**src/sv/losl_pkg.sv**
```systemverilog
// Shared types and constants for the open-slot limiter.
// No dependencies; imported by losl_cell and lru_open_slot_limiter.
`timescale 1ns / 1ps

package losl_pkg;

  // default sizes
  localparam int NumResDefault = 64;
  localparam int StampWDefault = 48;

  // fixed field widths
  localparam int RegW     = 7;
  localparam int IdxInW   = 6;
  localparam int InDataW  = 8;
  localparam int OutDataW = 24;
  localparam int CfgIdxW  = 1;

  // register reset values
  localparam logic [RegW-1:0] MaxOpenReset  = RegW'(1);
  localparam logic [RegW-1:0] ResCountReset = RegW'(64);

  typedef enum logic {
    OP_ACCESS    = 1'b0,
    OP_CLOSE_ALL = 1'b1
  } opcode_e;

  typedef enum logic [CfgIdxW-1:0] {
    CFG_MAX_OPEN  = 1'b0,
    CFG_RES_COUNT = 1'b1
  } cfg_idx_e;

  localparam logic STATUS_OK        = 1'b0;
  localparam logic STATUS_BAD_INDEX = 1'b1;

  // commands broadcast to every cell
  typedef struct packed {
    logic stamp_wr;
    logic set_open;
    logic close_victim;
    logic clear_all;
  } cell_cmd_t;

  // control part of the scan token travelling along the row
  typedef struct packed {
    logic tok;
    logic found;
  } scan_ctl_t;

endpackage

```
**src/sv/losl_cell.sv**
```systemverilog
// One resource entry: open mark, use stamp and one stage of the lru scan.
// Depends on losl_pkg for the command and scan token types.
`timescale 1ns / 1ps

module losl_cell #(
  parameter int STAMP_WIDTH = losl_pkg::StampWDefault,
  parameter int IDX_W       = 6,
  parameter int CELL_IDX    = 0
) (
  input  logic                  clk_i,
  input  logic                  rst_ni,
  input  losl_pkg::cell_cmd_t   cmd_i,
  input  logic [IDX_W-1:0]      cmd_idx_i,
  input  logic [IDX_W-1:0]      victim_idx_i,
  input  logic [STAMP_WIDTH-1:0] new_stamp_i,
  input  losl_pkg::scan_ctl_t   scan_i,
  input  logic [STAMP_WIDTH-1:0] best_stamp_i,
  input  logic [IDX_W-1:0]      best_idx_i,
  output losl_pkg::scan_ctl_t   scan_o,
  output logic [STAMP_WIDTH-1:0] best_stamp_o,
  output logic [IDX_W-1:0]      best_idx_o,
  output logic                  open_o
);
  import losl_pkg::*;

  localparam logic [IDX_W-1:0] MyIdx = IDX_W'(CELL_IDX);

  logic                   open_q, open_d;
  logic [STAMP_WIDTH-1:0] stamp_q;
  scan_ctl_t              scan_q;
  logic [STAMP_WIDTH-1:0] best_stamp_q;
  logic [IDX_W-1:0]       best_idx_q;
  logic                   take;

  // this entry beats the best so far when open and strictly older
  assign take = scan_i.tok && open_q && (!scan_i.found || (stamp_q < best_stamp_i));

  // open mark update, close-all wins over everything else
  always_comb begin
    open_d = open_q;
    if (cmd_i.clear_all) begin
      open_d = 1'b0;
    end else begin
      if (cmd_i.close_victim && (victim_idx_i == MyIdx)) begin
        open_d = 1'b0;
      end
      if (cmd_i.set_open && (cmd_idx_i == MyIdx)) begin
        open_d = 1'b1;
      end
    end
  end

  always_ff @(posedge clk_i or negedge rst_ni) begin
    if (!rst_ni) begin
      open_q <= 1'b0;
      scan_q <= '0;
    end else begin
      open_q       <= open_d;
      scan_q.tok   <= scan_i.tok;
      scan_q.found <= scan_i.found | take;
    end
  end

  // stamp store and scan payload
  always_ff @(posedge clk_i) begin
    if (cmd_i.stamp_wr && (cmd_idx_i == MyIdx)) begin
      stamp_q <= new_stamp_i;
    end
    best_stamp_q <= take ? stamp_q : best_stamp_i;
    best_idx_q   <= take ? MyIdx : best_idx_i;
  end

  assign scan_o       = scan_q;
  assign best_stamp_o = best_stamp_q;
  assign best_idx_o   = best_idx_q;
  assign open_o       = open_q;

endmodule

```
**config.mk**
```make
export PLATFORM = sky130hd
export DESIGN_NAME = losl_cell
export DESIGN_NICKNAME = d
export VERILOG_FILES = /design/src/sv/losl_pkg.sv /design/src/sv/losl_cell.sv
export SDC_FILE = /design/constraint.sdc
export NUM_CORES = 1
export LEC_CHECK = 0
export BUFFER_PORTS_ARGS = -buffer_cell sky130_fd_sc_hd__buf_2
export CORE_MARGIN = 2
export CORE_UTILIZATION = 53
export CTS_CLUSTER_DIAMETER = 200
export DETAILED_ROUTE_END_ITERATION = 12
export PLACE_DENSITY = 0.9
export SETUP_SLACK_MARGIN = 0.2
export SYNTH_ARGS = -nofsm -noshare
export SYNTH_HDL_FRONTEND = slang
export SYNTH_SLANG_ARGS = --single-unit
```
**constraint.sdc**
```tcl
create_clock -name clk_i -period 3.05 [get_ports clk_i]
set_input_delay 0.305 -clock clk_i [delete_from_list [all_inputs] [get_ports clk_i]]
set_output_delay 0.305 -clock clk_i [all_outputs]
set_load 0.03 [all_outputs]
```
# [After elaboration in Yosys (flattened, before gate mapping)]
# Cells that the tools add are included.
[totals] wordCells=22 inputBits=122 out_inout_bits=57 ff_bits=105
[classes] muxes=4 n_reduce_logical=10 n_bitwise=1 magnitude_cmp=1
[op_table] cell="$lt A48 B48 Y1" count=1
[op_table] cell="$mux W48" count=1
[op_table] cell="$logic_not A6 Y1" count=2
[op_table] cell="$logic_and A1 B1 Y1" count=5
[op_table] cell="$mux W1" count=3
[op_table] cell="$reduce_bool A3 Y1" count=1
[op_table] cell="$logic_not A1 Y1" count=1
[op_table] cell="$logic_or A1 B1 Y1" count=1
[op_table] cell="$or A1 B1 Y1" count=1

# [Depth between registers and ports, before layout]
# Gate-level depths: netlist (run 1).
[logic_depth] ltp_word=5 ltp_mapped=10 depth_no_buf=8

# [Worst setup path before layout (run 1)]
# OpenSTA, ideal clock, no wires.
[synth_timing] path_kind="input -> register" from="in cmd_idx_i[3]" to="reg stamp_q[0], enable pin" t_required_ns=2.640 slack_ns=0.466 stages=3 path_buffers=0 arrival_ns=2.174 path_cell_list="or4_1 > nor3_1 > and2_1"
[synth_via] elab_chain_cells=2
[synth_rtl] item="start: declaration" line="losl_cell.sv:13" text="input logic [IDX_W-1:0] cmd_idx_i,"
[synth_rtl] item="$logic_not A6 Y1" line="losl_cell.sv:66" text="if (cmd_i.stamp_wr && (cmd_idx_i == MyIdx)) begin"
[synth_rtl] item="$logic_and A1 B1 Y1" line="losl_cell.sv:66"
[synth_rtl] item="end signal: assignment" line="losl_cell.sv:67" text="stamp_q <= new_stamp_i;"
[synth_rtl] item="end: declaration" line="losl_cell.sv:29" text="logic [STAMP_WIDTH-1:0] stamp_q;"
# No other way between the ends.
# A chain may end at the register's enable or synchronous reset.

# [Worst setup path in the final report (run 1)]
[layout_timing] from="reg stamp_q[19]" to="reg best_stamp_q[39] (netlist: best_stamp_o[39])"
[layout_via] elab_chain_cells=4
[layout_rtl] item="$lt A48 B48 Y1" line="losl_cell.sv:36" text="assign take = scan_i.tok && open_q && (!scan_i.found || (stamp_q < best_stamp_i));"
[layout_rtl] item="$logic_or A1 B1 Y1" line="losl_cell.sv:36"
[layout_rtl] item="$logic_and A1 B1 Y1" line="losl_cell.sv:36"
[layout_rtl] item="$mux W48" line="losl_cell.sv:69" text="best_stamp_q <= take ? stamp_q : best_stamp_i;"
[layout_rtl] item="end signal: assignment" line="losl_cell.sv:69"
[layout_rtl] item="end: declaration" line="losl_cell.sv:31" text="logic [STAMP_WIDTH-1:0] best_stamp_q;"
# No other way between the ends.

==> flow_metrics.py, run 1 <==
metrics = {
    "placement": {
        "hpwl_mm": 10.4,
        "preCtsSetupSlack_ns": 0.0707,
        "place.gp.congestion": 0.811,
        "portBuffers": 178,
    },
    "pwr": {
        "p_per_area_nw_per_um2": 421,
        "intPower_w": 0.00228,
        "ir_drop_mv": 0.500,
        "comb_power_share_pct": 15.8,
        "p_sw_w": 0.000844,
        "power_w": 0.00312,
        "seqPwrFrac_pct": 49.4,
        "power.leakage_nw": 3.13,
        "clkPwrFrac_pct": 34.8,
        "p_sw_share_pct": 27.0,
    },
    "layout": {
        "fin_util_pct": 65.5,
        "regArea_um2": 2600,
        "drive_gt1_share_pct": 27.0,
        "final_nets": 953,
        "diodes": 0,
        "area_growth_pct": 21.9,
        "multiInputGateArea_um2": 3110,
        "n_fill_cell": 918,
    },
    "timing": {
        "setup_slack_ns": 0.352,
        "max_freq_ghz": 0.371,
        "final_hold_viol_count": 0,
        "finalSetupTns_ns": 0,
        "drv_slew": 0,
        "worst_pin_slew_ns": 0.977,
        "rsz0062_at_grt": "no",
        "min_period_over_period_pct": 88.5,
        "skew_ns": 0.00713,
        "min_period_ns": 2.70,
        "holdWs_ns": 0.0843,
        "relSlewSlack_pct": 34.8,
        "finalSetupViolations": 0,
    },
    "clock_tree": {
        "clk_latency_ns": 0.36,
        "clock-sinks": 105,
        "h-tree-depth": 3,
        "clockRootBuffer": "clkbuf_16",
        "cts_tree": "built",
        "cts_buffers": 9,
        "clk_pin_slew_worst_paths_ns": 0.07,
        "cts_buffer_depth": 2,
    },
    "synth": {
        "synth_mux_area_share_pct": 0,
        "synth_compound_area_share_pct": 21.4,
        "synth_cell_types": 37,
        "yosys.area_share.simple_pct": 19.5,
        "synth_area_um2": 6080,
        "synth_top_family_by_area": "compound AO/OA/AOI/OAI gates",
        "synth_top_area_share_pct": 23.7,
        "avgSynthCellArea_um2": 9.62,
        "ys_warn_count": 0,
        "async_flop_share_pct": 2.86,
        "synthAdderAreaFrac_pct": 9.67,
        "synth-seq-cells": 105,
        "ys_seq_area_share_pct": 42.7,
        "synth_edf_count": 48,
        "synth_top_area_cell": "edfxtp_1",
        "synth.most_common_cell": "a21oi_1",
        "synth_ff_type": "dfxtp_1",
        "synth_fp_nets": 801,
        "synthCells": 632,
        "synth.cells.most_frequent": "69 x a21oi_1, 63 x nand2_1, 54 x dfxtp_1, 54 x o21ai_0, 52 x inv_1",
        "synth-xor-area-share_pct": 0,
        "synthTopCellsByArea": "edfxtp_1 24%, dfxtp_1 18%, ha_1 9.7%",
    },
    "setup_path": {
        "worstPathCellList": "ha_1, a21oi_1, o21ai_1, a221oi_1, buf_4, o2bb2ai_4, or2_2, buf_4, a311o_1",
        "arrival_ns": 2.94,
        "max_stage_delay_ns": 0.45,
        "cp_max_fo": 14,
        "worstPathRequired_ns": 3.29,
        "r2r_cells": 9,
        "crit_slowest_cell": "edfxtp_1",
        "setup.reg_to_reg.worst_slack_ns": 0.35,
        "reg2reg_to": "best_stamp_o[39]",
        "critical_path.most_common_cell": "buf_4",
        "crit_family": "compound AO/OA/AOI/OAI gates",
        "crit_start": "stamp_q[19]",
        "critical_path_buf_inv_count": 2,
        "rr_startpoint": "stamp_q[19]",
        "crit_end": "best_stamp_o[39]",
        "crit_path_end_kind": "flip-flop",
        "worstSetupStartpointType": "flip-flop",
        "critPathKind": "reg -> reg",
        "cp.depth": 9,
    },
    "floorplanning": {
        "die-area_um2": 12300,
        "core_area_um2": 11300,
        "io_pins": 179,
        "num_rows": 39,
        "initial_core_util_pct": 53.7,
        "die_h_um": 111,
        "die_w_um": 111,
    },
    "drt": {
        "drtIter0Drc": 534,
        "drc": 0,
        "drt_first_pass_iters": 5,
        "ant_nets": 0,
        "wl_per_cell_um": 16.9,
        "vias_per_cell": 5.94,
        "wirelength_mm": 15.7,
        "vias": 5536,
    },
    "global_routing": {
        "grt-ovfl-total": 0,
        "grt_pass1_wl_mm": 25.3,
        "grt_max_degree": 98,
        "track_usage_pct": 25.1,
        "grt_pass1_vias": 5131,
        "antenna_found_initial": 0,
    },
    "run_status": {
        "outcome": "finished, final reports clean",
    },
    "worst_hold_path": {
        "hold_path.class": "in -> reg",
        "hold_path_depth": 2,
    },
    "run": {
        "cap_violations": 0,
    },
}
[power groups by stage]
stage	Combinational, W	Sequential, W	Clock, W
floorplan	0.000186	0.00167	0
global placement	0.000475	0.00157	0
detailed placement	0.000488	0.00157	0
CTS	0.000493	0.00154	0.00111
global route	0.000540	0.00155	0.00117
finish	0.000493	0.00154	0.00109
[cell usage in the layout, fill, tap and decap left out, types with 2 or more instances in the layout]
cell type / instances
buf_2: 177
a21oi_1: 69
nand2_1: 62
o21ai_0: 54
dfxtp_1: 54
inv_1: 52
nor4b_1: 48
nor3b_1: 48
a311o_1: 48
edfxtp_1: 48
ha_1: 47
clkbuf_16: 9
nand4_1: 8
buf_4: 7
o311a_1: 6
nand2b_1: 4
buf_12: 4
a21o_1: 3
nor3_1: 3
dfrtp_1: 3
buf_6: 3
o21a_1: 2
nand3_1: 2
a221oi_1: 2
clkbuf_1: 2
inv_6: 2
[worst register-to-register path, cell delays in order, from the launching register on]
cell and delay [ns]:
edfxtp_1 0.45, ha_1 0.32, a21oi_1 0.13, o21ai_1 0.09, a221oi_1 0.35, buf_4 0.18
o2bb2ai_4 0.07, or2_2 0.40, buf_4 0.24, a311o_1 0.37
[metal layers]
layer	GRT usage (%)	share of wire, %	vias to the layer above
li1	-	-	2702
met1	32.5	41	2552
met2	41.6	49	259
met3	7.16	8.2	23
met4	6.58	1.3	0
met5	0	0	-
[how the worst min path moves through the flow]
stage	end	start
after floorplan	open_o	rst_ni
after CTS	open_o	cmd_i[0]
after global routing	open_o	cmd_i[0]
after detailed placement	scan_o[1]	rst_ni
after global placement	scan_o[1]	rst_ni
final	open_o	cmd_i[0]
[state kept, by name, indices dropped and copies added (netlist names)]
signal and count:
best_stamp_o 48, stamp_q 48, best_idx_o 6, scan_o 2, open_o 1
[per-stage QoR]
step	instances	area, um2
finish	932	7410
global route	932	7410
CTS	932	7410
detailed placement	915	7110
global placement	915	7110
floorplan	632	6080
[timing repair]
action | 4_1_cts | 5_1_grt
endpoints found under the hold margin | 3 | 0
setup buffers | 0 | 0
setup endpoints to repair | 48 | 47
resized for setup | 2 | 2
pin swaps | 0 | 1
hold buffers | 1 | 0
[layout make-up]
cell class | instances | area share (%)
multi-input combinational | 424 | 41.9
sequential | 105 | 35.0
timing repair buffer | 192 | 14.3
clock buffer | 11 | 3.14
inverter | 52 | 2.63
tap | 143 | 2.41
clock inverter | 5 | 0.523
[cells by family (layout without fill, tap and decap cells)]
kind of cell | count (synthesis) | in the layout
compound gates | 192 | 192
fa+ha+maj | 47 | 47
buf+inv | 103 | 260
flops | 105 | 105
simple gates | 185 | 185
Power figures use the tool's default switching activity.
==> inputs of run 2 (changes only) <==
--- a/config.mk
+++ b/config.mk
@@ -6,11 +6,13 @@
 export NUM_CORES = 1
 export LEC_CHECK = 0
 export BUFFER_PORTS_ARGS = -buffer_cell sky130_fd_sc_hd__buf_2
+export CELL_PAD_IN_SITES_DETAIL_PLACEMENT = 1
+export CELL_PAD_IN_SITES_GLOBAL_PLACEMENT = 1
 export CORE_MARGIN = 2
-export CORE_UTILIZATION = 53
+export CORE_UTILIZATION = 35
 export CTS_CLUSTER_DIAMETER = 200
 export DETAILED_ROUTE_END_ITERATION = 12
-export PLACE_DENSITY = 0.9
+export PLACE_DENSITY = 0.84
 export SETUP_SLACK_MARGIN = 0.2
 export SYNTH_ARGS = -nofsm -noshare
 export SYNTH_HDL_FRONTEND = slang
==> constraint.sdc (replaced) <==
create_clock -name clk_i -period 2.2 [get_ports clk_i]
set_input_delay 0.22 -clock clk_i [delete_from_list [all_inputs] [get_ports clk_i]]
set_output_delay 0.22 -clock clk_i [all_outputs]
set_load 0.03 [all_outputs]
==> run 2 against run 1 <==
Effect of this change:
- the run now ends with negative setup slack left
- power up 46%
- clock-buffer cell count is the same
- global-route usage shrank 2.6 points
- final cell count rose by 19%
- die area increased by 49%
- via count is 9.0% higher
- critical path type unchanged
- largest cell class unchanged
==> flow_metrics.py, run 2 (same netlist as run 1, synthesis figures left out) <==
metrics = {
    "run_status": {
        "outcome": "finished with violations",
        "violations": "negative setup slack",
    },
    "global_routing": {
        "grt_pass1_wl_mm": 32.6,
        "grt_max_degree": 52,
        "track_usage_pct": 22.5,
        "grt_pass1_vias": 6398,
        "antenna_found_initial": 3,
        "grt-ovfl-total": 0,
    },
    "setup_path": {
        "max_stage_delay_ns": 0.46,
        "arrival_ns": 2.81,
        "critical_path_buf_inv_count": 2,
        "worstPathRequired_ns": 2.44,
        "rr_startpoint": "stamp_q[45]",
        "reg2reg_to": "best_stamp_o[39]",
        "critPathKind": "reg -> reg",
        "worstPathCellList": "ha_4, nand4_1, nor4_4, nand4_1, a31oi_4, buf_12, buf_12, nor4b_1, a311o_1",
        "crit_family": "simple AND/OR/NAND/NOR gates",
        "crit_slowest_cell": "edfxtp_1",
        "worstSetupStartpointType": "flip-flop",
        "setup.reg_to_reg.worst_slack_ns": -0.37,
        "crit_path_end_kind": "flip-flop",
        "r2r_cells": 9,
        "cp_max_fo": 9,
    },
    "clock_tree": {
        "cts_buffer_depth": 2,
        "cts_tree": "built",
        "cts_buffers": 9,
        "clock-sinks": 105,
        "clk_latency_ns": 0.36,
        "clk_pin_slew_worst_paths_ns": 0.08,
        "h-tree-depth": 3,
        "clockRootBuffer": "clkbuf_16",
    },
    "timing": {
        "setup_slack_ns": -0.369,
        "holdWs_ns": 0.0253,
        "finalSetupViolations": 54,
        "max_freq_ghz": 0.389,
        "final_hold_viol_count": 0,
        "finalSetupTns_ns": -17.14,
        "rsz0062_at_grt": "yes",
        "relSlewSlack_pct": 67.2,
        "min_period_over_period_pct": 117,
        "skew_ns": 0.0138,
        "drv_slew": 0,
        "min_period_ns": 2.57,
        "worst_pin_slew_ns": 0.492,
    },
    "layout": {
        "fin_cells": 1113,
        "drive_gt1_share_pct": 38.2,
        "mostFrequentLayoutCell": "buf_2",
        "n_fill_cell": 1984,
        "area_growth_pct": 43.3,
        "final_nets": 1049,
        "design_area_um2": 8710,
        "mostFrequentLayoutCells": "177 x buf_2, 85 x buf_4, 65 x a21oi_1, 62 x nand2_1, 54 x dfxtp_1",
    },
    "floorplanning": {
        "die_h_um": 136,
        "io_pins": 179,
        "core_area_um2": 17100,
        "die_w_um": 136,
        "die-area_um2": 18400,
        "num_rows": 48,
        "initial_core_util_pct": 35.5,
    },
    "worst_hold_path": {
        "hold_path_depth": 1,
        "hp-start": "new_stamp_i[28]",
        "hold_path.class": "in -> reg",
        "holdPathEnd": "stamp_q[28]",
    },
    "pwr": {
        "seqPwrFrac_pct": 46.9,
        "p_sw_w": 0.00127,
        "ir_drop_mv": 0.422,
        "intPower_w": 0.00330,
        "comb_power_share_pct": 18.0,
        "clkPwrFrac_pct": 35.1,
        "power.leakage_nw": 3.71,
        "p_sw_share_pct": 27.7,
        "p_per_area_nw_per_um2": 524,
    },
    "placement": {
        "hpwl_mm": 14.2,
        "place.gp.congestion": 0.756,
        "dp_cells": 1076,
        "post_dp_cell_area_um2": 8000,
        "portBuffers": 178,
    },
    "drt": {
        "vias_per_cell": 5.42,
        "ant_nets": 0,
        "drc": 0,
        "wl_per_cell_um": 19.1,
        "wirelength_mm": 21.2,
        "drtIter0Drc": 330,
        "drt_first_pass_iters": 5,
        "vias": 6035,
    },
    "run": {
        "cap_violations": 0,
    },
}
-- run 2: changes by cell type in the layout (fill, tap and decap cells not counted), moves of 4 or more --
cell and delta:
a21oi_1 -4, buf_12 +15, buf_4 +78, ha_1 -9, ha_4 +9, nor4b_1 -9, nor4b_2 +9
-- run 2: how the worst max path moves through the flow --
stage / start / to / depth (start not counted)
after global routing: stamp_q[1] / best_stamp_o[20] / 8
after detailed placement: stamp_q[1] / best_stamp_o[20] / 8
final: stamp_q[45] / best_stamp_o[39] / 9
after floorplan: stamp_q[35] / best_stamp_o[33] / 8
after global placement: stamp_q[1] / best_stamp_o[22] / 8
after CTS: stamp_q[1] / best_stamp_o[20] / 8
-- run 2: metal layers --
layer / vias to the layer above / wire length, um / GRT usage (%)
met1: 2938 / 8890 / 27.3
met3: 30 / 1080 / 4.36
met5: - / 0 / 0
met2: 178 / 10800 / 40.0
met4: 0 / 430 / 7.52
li1: 2889 / - / -
-- run 2: timing repair --
action,4_1_cts,5_1_grt
endpoints found under the hold margin,4,0
setup endpoints to repair,54,54
setup buffers,8,6
hold buffers,2,0
pin swaps,3,7
gates cloned,2,0
resized for setup,17,21
-- run 2: metrics by stage --
stage	total power, W	worst slack [ns]	util, %
6_report	0.00456	-0.369	50.9
5_1_grt	0.00474	-0.471	50.9
3_5_place_dp	0.00296	-0.463	46.7
4_1_cts	0.00457	-0.382	49.6
2_1_floorplan	0.00258	-0.238	-
3_3_place_gp	0.00293	-0.418	46.7
-- run 2: cell type report --
| class | instances | area [um2] | area share (%) |
|---|---|---|---|
| Tap cell | 225 | 282 | 3.23 |
| Sequential cell | 105 | 2600 | 29.8 |
| Clock inverter | 5 | 27.5 | 0.316 |
| Inverter | 52 | 195 | 2.24 |
| Multi-Input combinational cell | 424 | 3340 | 38.3 |
| Clock buffer | 11 | 254 | 2.92 |
| Timing Repair Buffer | 288 | 2010 | 23.1 |
| Antenna cell | 3 | 7.51 | 0.0862 |
-- run 2: power by group through the flow --
stage	clock network, W	registers, W	logic (W)
6_report	0.00160	0.00214	0.000821
5_1_grt	0.00170	0.00215	0.000897
4_1_cts	0.00164	0.00214	0.000794
3_5_place_dp	0	0.00218	0.000774
3_3_place_gp	0	0.00219	0.000744
2_1_floorplan	0	0.00232	0.000258
==> inputs of run 3 (changes only) <==
--- a/config.mk
+++ b/config.mk
@@ -13,6 +13,7 @@
 export CTS_CLUSTER_DIAMETER = 200
 export DETAILED_ROUTE_END_ITERATION = 12
 export PLACE_DENSITY = 0.84
+export REMOVE_ABC_BUFFERS = 1
 export SETUP_SLACK_MARGIN = 0.2
 export SYNTH_ARGS = -nofsm -noshare
 export SYNTH_HDL_FRONTEND = slang
==> run 3 against run 2 <==
Effect of this change:
- the run still ends with negative setup slack left
- clock power is essentially flat
- clock skew shrank 0.0071 ns
- setup slack lost 0.019 ns
- largest cell class unchanged
- sequential cell count is the same
- power grew 0.18%
- highest routed layer is now met5
- hold slack gained 0.0056 ns
==> flow_metrics.py, run 3 (same netlist as run 1, synthesis figures left out) <==
metrics = {
    "run_status": {
        "outcome": "finished with violations",
        "violations": "negative setup slack",
    },
    "clock_tree": {
        "clockRootBuffer": "clkbuf_16",
        "cts_buffer_depth": 2,
        "clock-sinks": 105,
        "clk_pin_slew_worst_paths_ns": 0.07,
        "cts_buffers": 9,
        "h-tree-depth": 3,
        "clk_latency_ns": 0.36,
        "cts_tree": "built",
    },
    "floorplanning": {
        "die_w_um": 136,
        "io_pins": 179,
        "core_area_um2": 17100,
        "num_rows": 48,
        "die-area_um2": 18400,
        "initial_core_util_pct": 35.5,
        "die_h_um": 136,
    },
    "layout": {
        "area_growth_pct": 41.3,
        "multiInputGateArea_um2": 3340,
        "n_fill_cell": 1983,
        "mostFrequentLayoutCells": "179 x buf_2, 80 x buf_4, 65 x a21oi_1, 62 x nand2_1, 54 x dfxtp_1",
        "final_nets": 1044,
        "mostFrequentLayoutCell": "buf_2",
        "regArea_um2": 2600,
        "drive_gt1_share_pct": 37.2,
        "design_area_um2": 8590,
        "diodes": 0,
    },
    "timing": {
        "final_hold_viol_count": 0,
        "finalSetupTns_ns": -18.14,
        "rsz0062_at_grt": "yes",
        "min_period_ns": 2.59,
        "worst_pin_slew_ns": 0.516,
        "finalSetupViolations": 54,
        "setup_slack_ns": -0.388,
        "max_freq_ghz": 0.386,
        "min_period_over_period_pct": 118,
        "relSlewSlack_pct": 65.6,
        "skew_ns": 0.00669,
        "drv_slew": 0,
    },
    "drt": {
        "drtIter0Drc": 278,
        "drt_first_pass_iters": 5,
        "wirelength_mm": 21.8,
        "top_layer": "met5",
        "vias": 6117,
        "wl_met1_mm": 9.61,
        "wl_per_cell_um": 19.8,
        "met2_length_mm": 10.8,
        "drc": 0,
        "vias_per_cell": 5.54,
        "route.met3.wl_um": 998,
        "ant_nets": 0,
    },
    "placement": {
        "preCtsSetupSlack_ns": -0.602,
        "portBuffers": 178,
        "post_dp_cell_area_um2": 7770,
        "hpwl_mm": 14.2,
        "place.gp.congestion": 0.748,
    },
    "setup_path": {
        "crit_family": "compound AO/OA/AOI/OAI gates",
        "crit_slowest_cell": "edfxtp_1",
        "worstPathCellList": "ha_4, nand4_1, nor3_1, buf_4, a32oi_2, a31oi_4, buf_4, or2_4, buf_12, a311o_1",
        "critPathKind": "reg -> reg",
        "crit_path_end_kind": "flip-flop",
        "critical_path_buf_inv_count": 3,
        "worstPathRequired_ns": 2.44,
        "cp_max_fo": 24,
        "max_stage_delay_ns": 0.47,
        "rr_startpoint": "stamp_q[15]",
        "critical_path.most_common_cell": "buf_4",
        "arrival_ns": 2.83,
        "worstSetupStartpointType": "flip-flop",
        "crit_start": "stamp_q[15]",
    },
    "global_routing": {
        "grt_max_degree": 111,
        "grt_pass1_vias": 6373,
        "antenna_found_initial": 2,
        "grt-ovfl-total": 0,
        "track_usage_pct": 23.4,
        "grt_pass1_wl_mm": 33.5,
    },
    "worst_hold_path": {
        "hp-start": "new_stamp_i[13]",
        "hold_path.class": "in -> reg",
    },
    "pwr": {
        "p_per_area_nw_per_um2": 532,
        "ir_drop_mv": 0.359,
        "power.leakage_nw": 3.61,
    },
    "run": {
        "cap_violations": 0,
    },
}
==> run 3: cell types whose count changed in the layout (fill, tap and decap cells not counted), sizes merged <==
cell    change
bufinv      +1
inv         -1
buf         -8
diode       -3
clkbuf      +3
==> run 3: power by group <==
| group | total, W | internal, W | switching (W) |
|---|---|---|---|
| Combinational | 0.000814 | 0.000341 | 0.000473 |
| Sequential | 0.00214 | 0.00211 | 0.0000256 |
| Clock | 0.00162 | 0.000875 | 0.000743 |
| Total | 0.00457 | 0.00333 | 0.00124 |
==> run 3: per-stage QoR <==
step / hold WS, ns / std cells / util [%] / power [W]
finish: 0.0310 / 1105 / 50.2 / 0.00457
global route: 0.0158 / 1105 / 50.2 / 0.00476
CTS: 0.0110 / 1100 / 48.9 / 0.00460
detailed placement: 0.0225 / 1061 / 45.4 / 0.00294
global placement: 0.0185 / 1061 / 45.4 / 0.00291
floorplan: -0.0756 / 581 / - / 0.00254
==> run 3: final timing paths <==
path,to,slack [ns],depth (start not counted)
max in group asynchronous,scan_o[1],1.91,2
setup reg to reg,best_stamp_o[22],-0.39,10
hold / removal,stamp_q[13],0.03,1
min in group asynchronous,open_o,0.18,2
setup / recovery,best_stamp_o[22],-0.39,10
hold reg to reg,open_o,0.64,2
==> run 3: timing repair <==
| action | CTS | global route |
|---|---|---|
| pin swaps | 13 | 34 |
| hold buffers | 2 | 0 |
| gates cloned | 3 | 3 |
| hold endpoints to repair | 4 | 0 |
| endpoints found under the setup margin | 54 | 54 |
| setup buffers | 18 | 2 |
| resized for setup | 24 | 16 |
==> run 3: cell type report <==
cell class	count	area share, %
clock buffers	11	2.71
multi-input cells	424	38.8
clock inverters	5	0.568
repair buffers	283	22.1
inverters	52	2.27
flip-flops and latches	105	30.2
well taps	225	3.28
==> run 3: routing by layer <==
metal | vias up | global-route usage [%]
li1 | 2883 | -
met1 | 3031 | 29.1
met2 | 174 | 41.4
met3 | 27 | 4.10
met4 | 2 | 7.35
met5 | - | 0
==> run 3: worst reg2reg max path: cells and delay by family, from the launching register on <==
kind | cells | cell delay [ns]
AO/OA/AOI/OAI | 3 | 0.76
buffers and inverters | 3 | 0.49
flip-flops | 1 | 0.47
adder cells (fa/ha/maj) | 1 | 0.26
AND/OR/NAND/NOR | 3 | 0.48
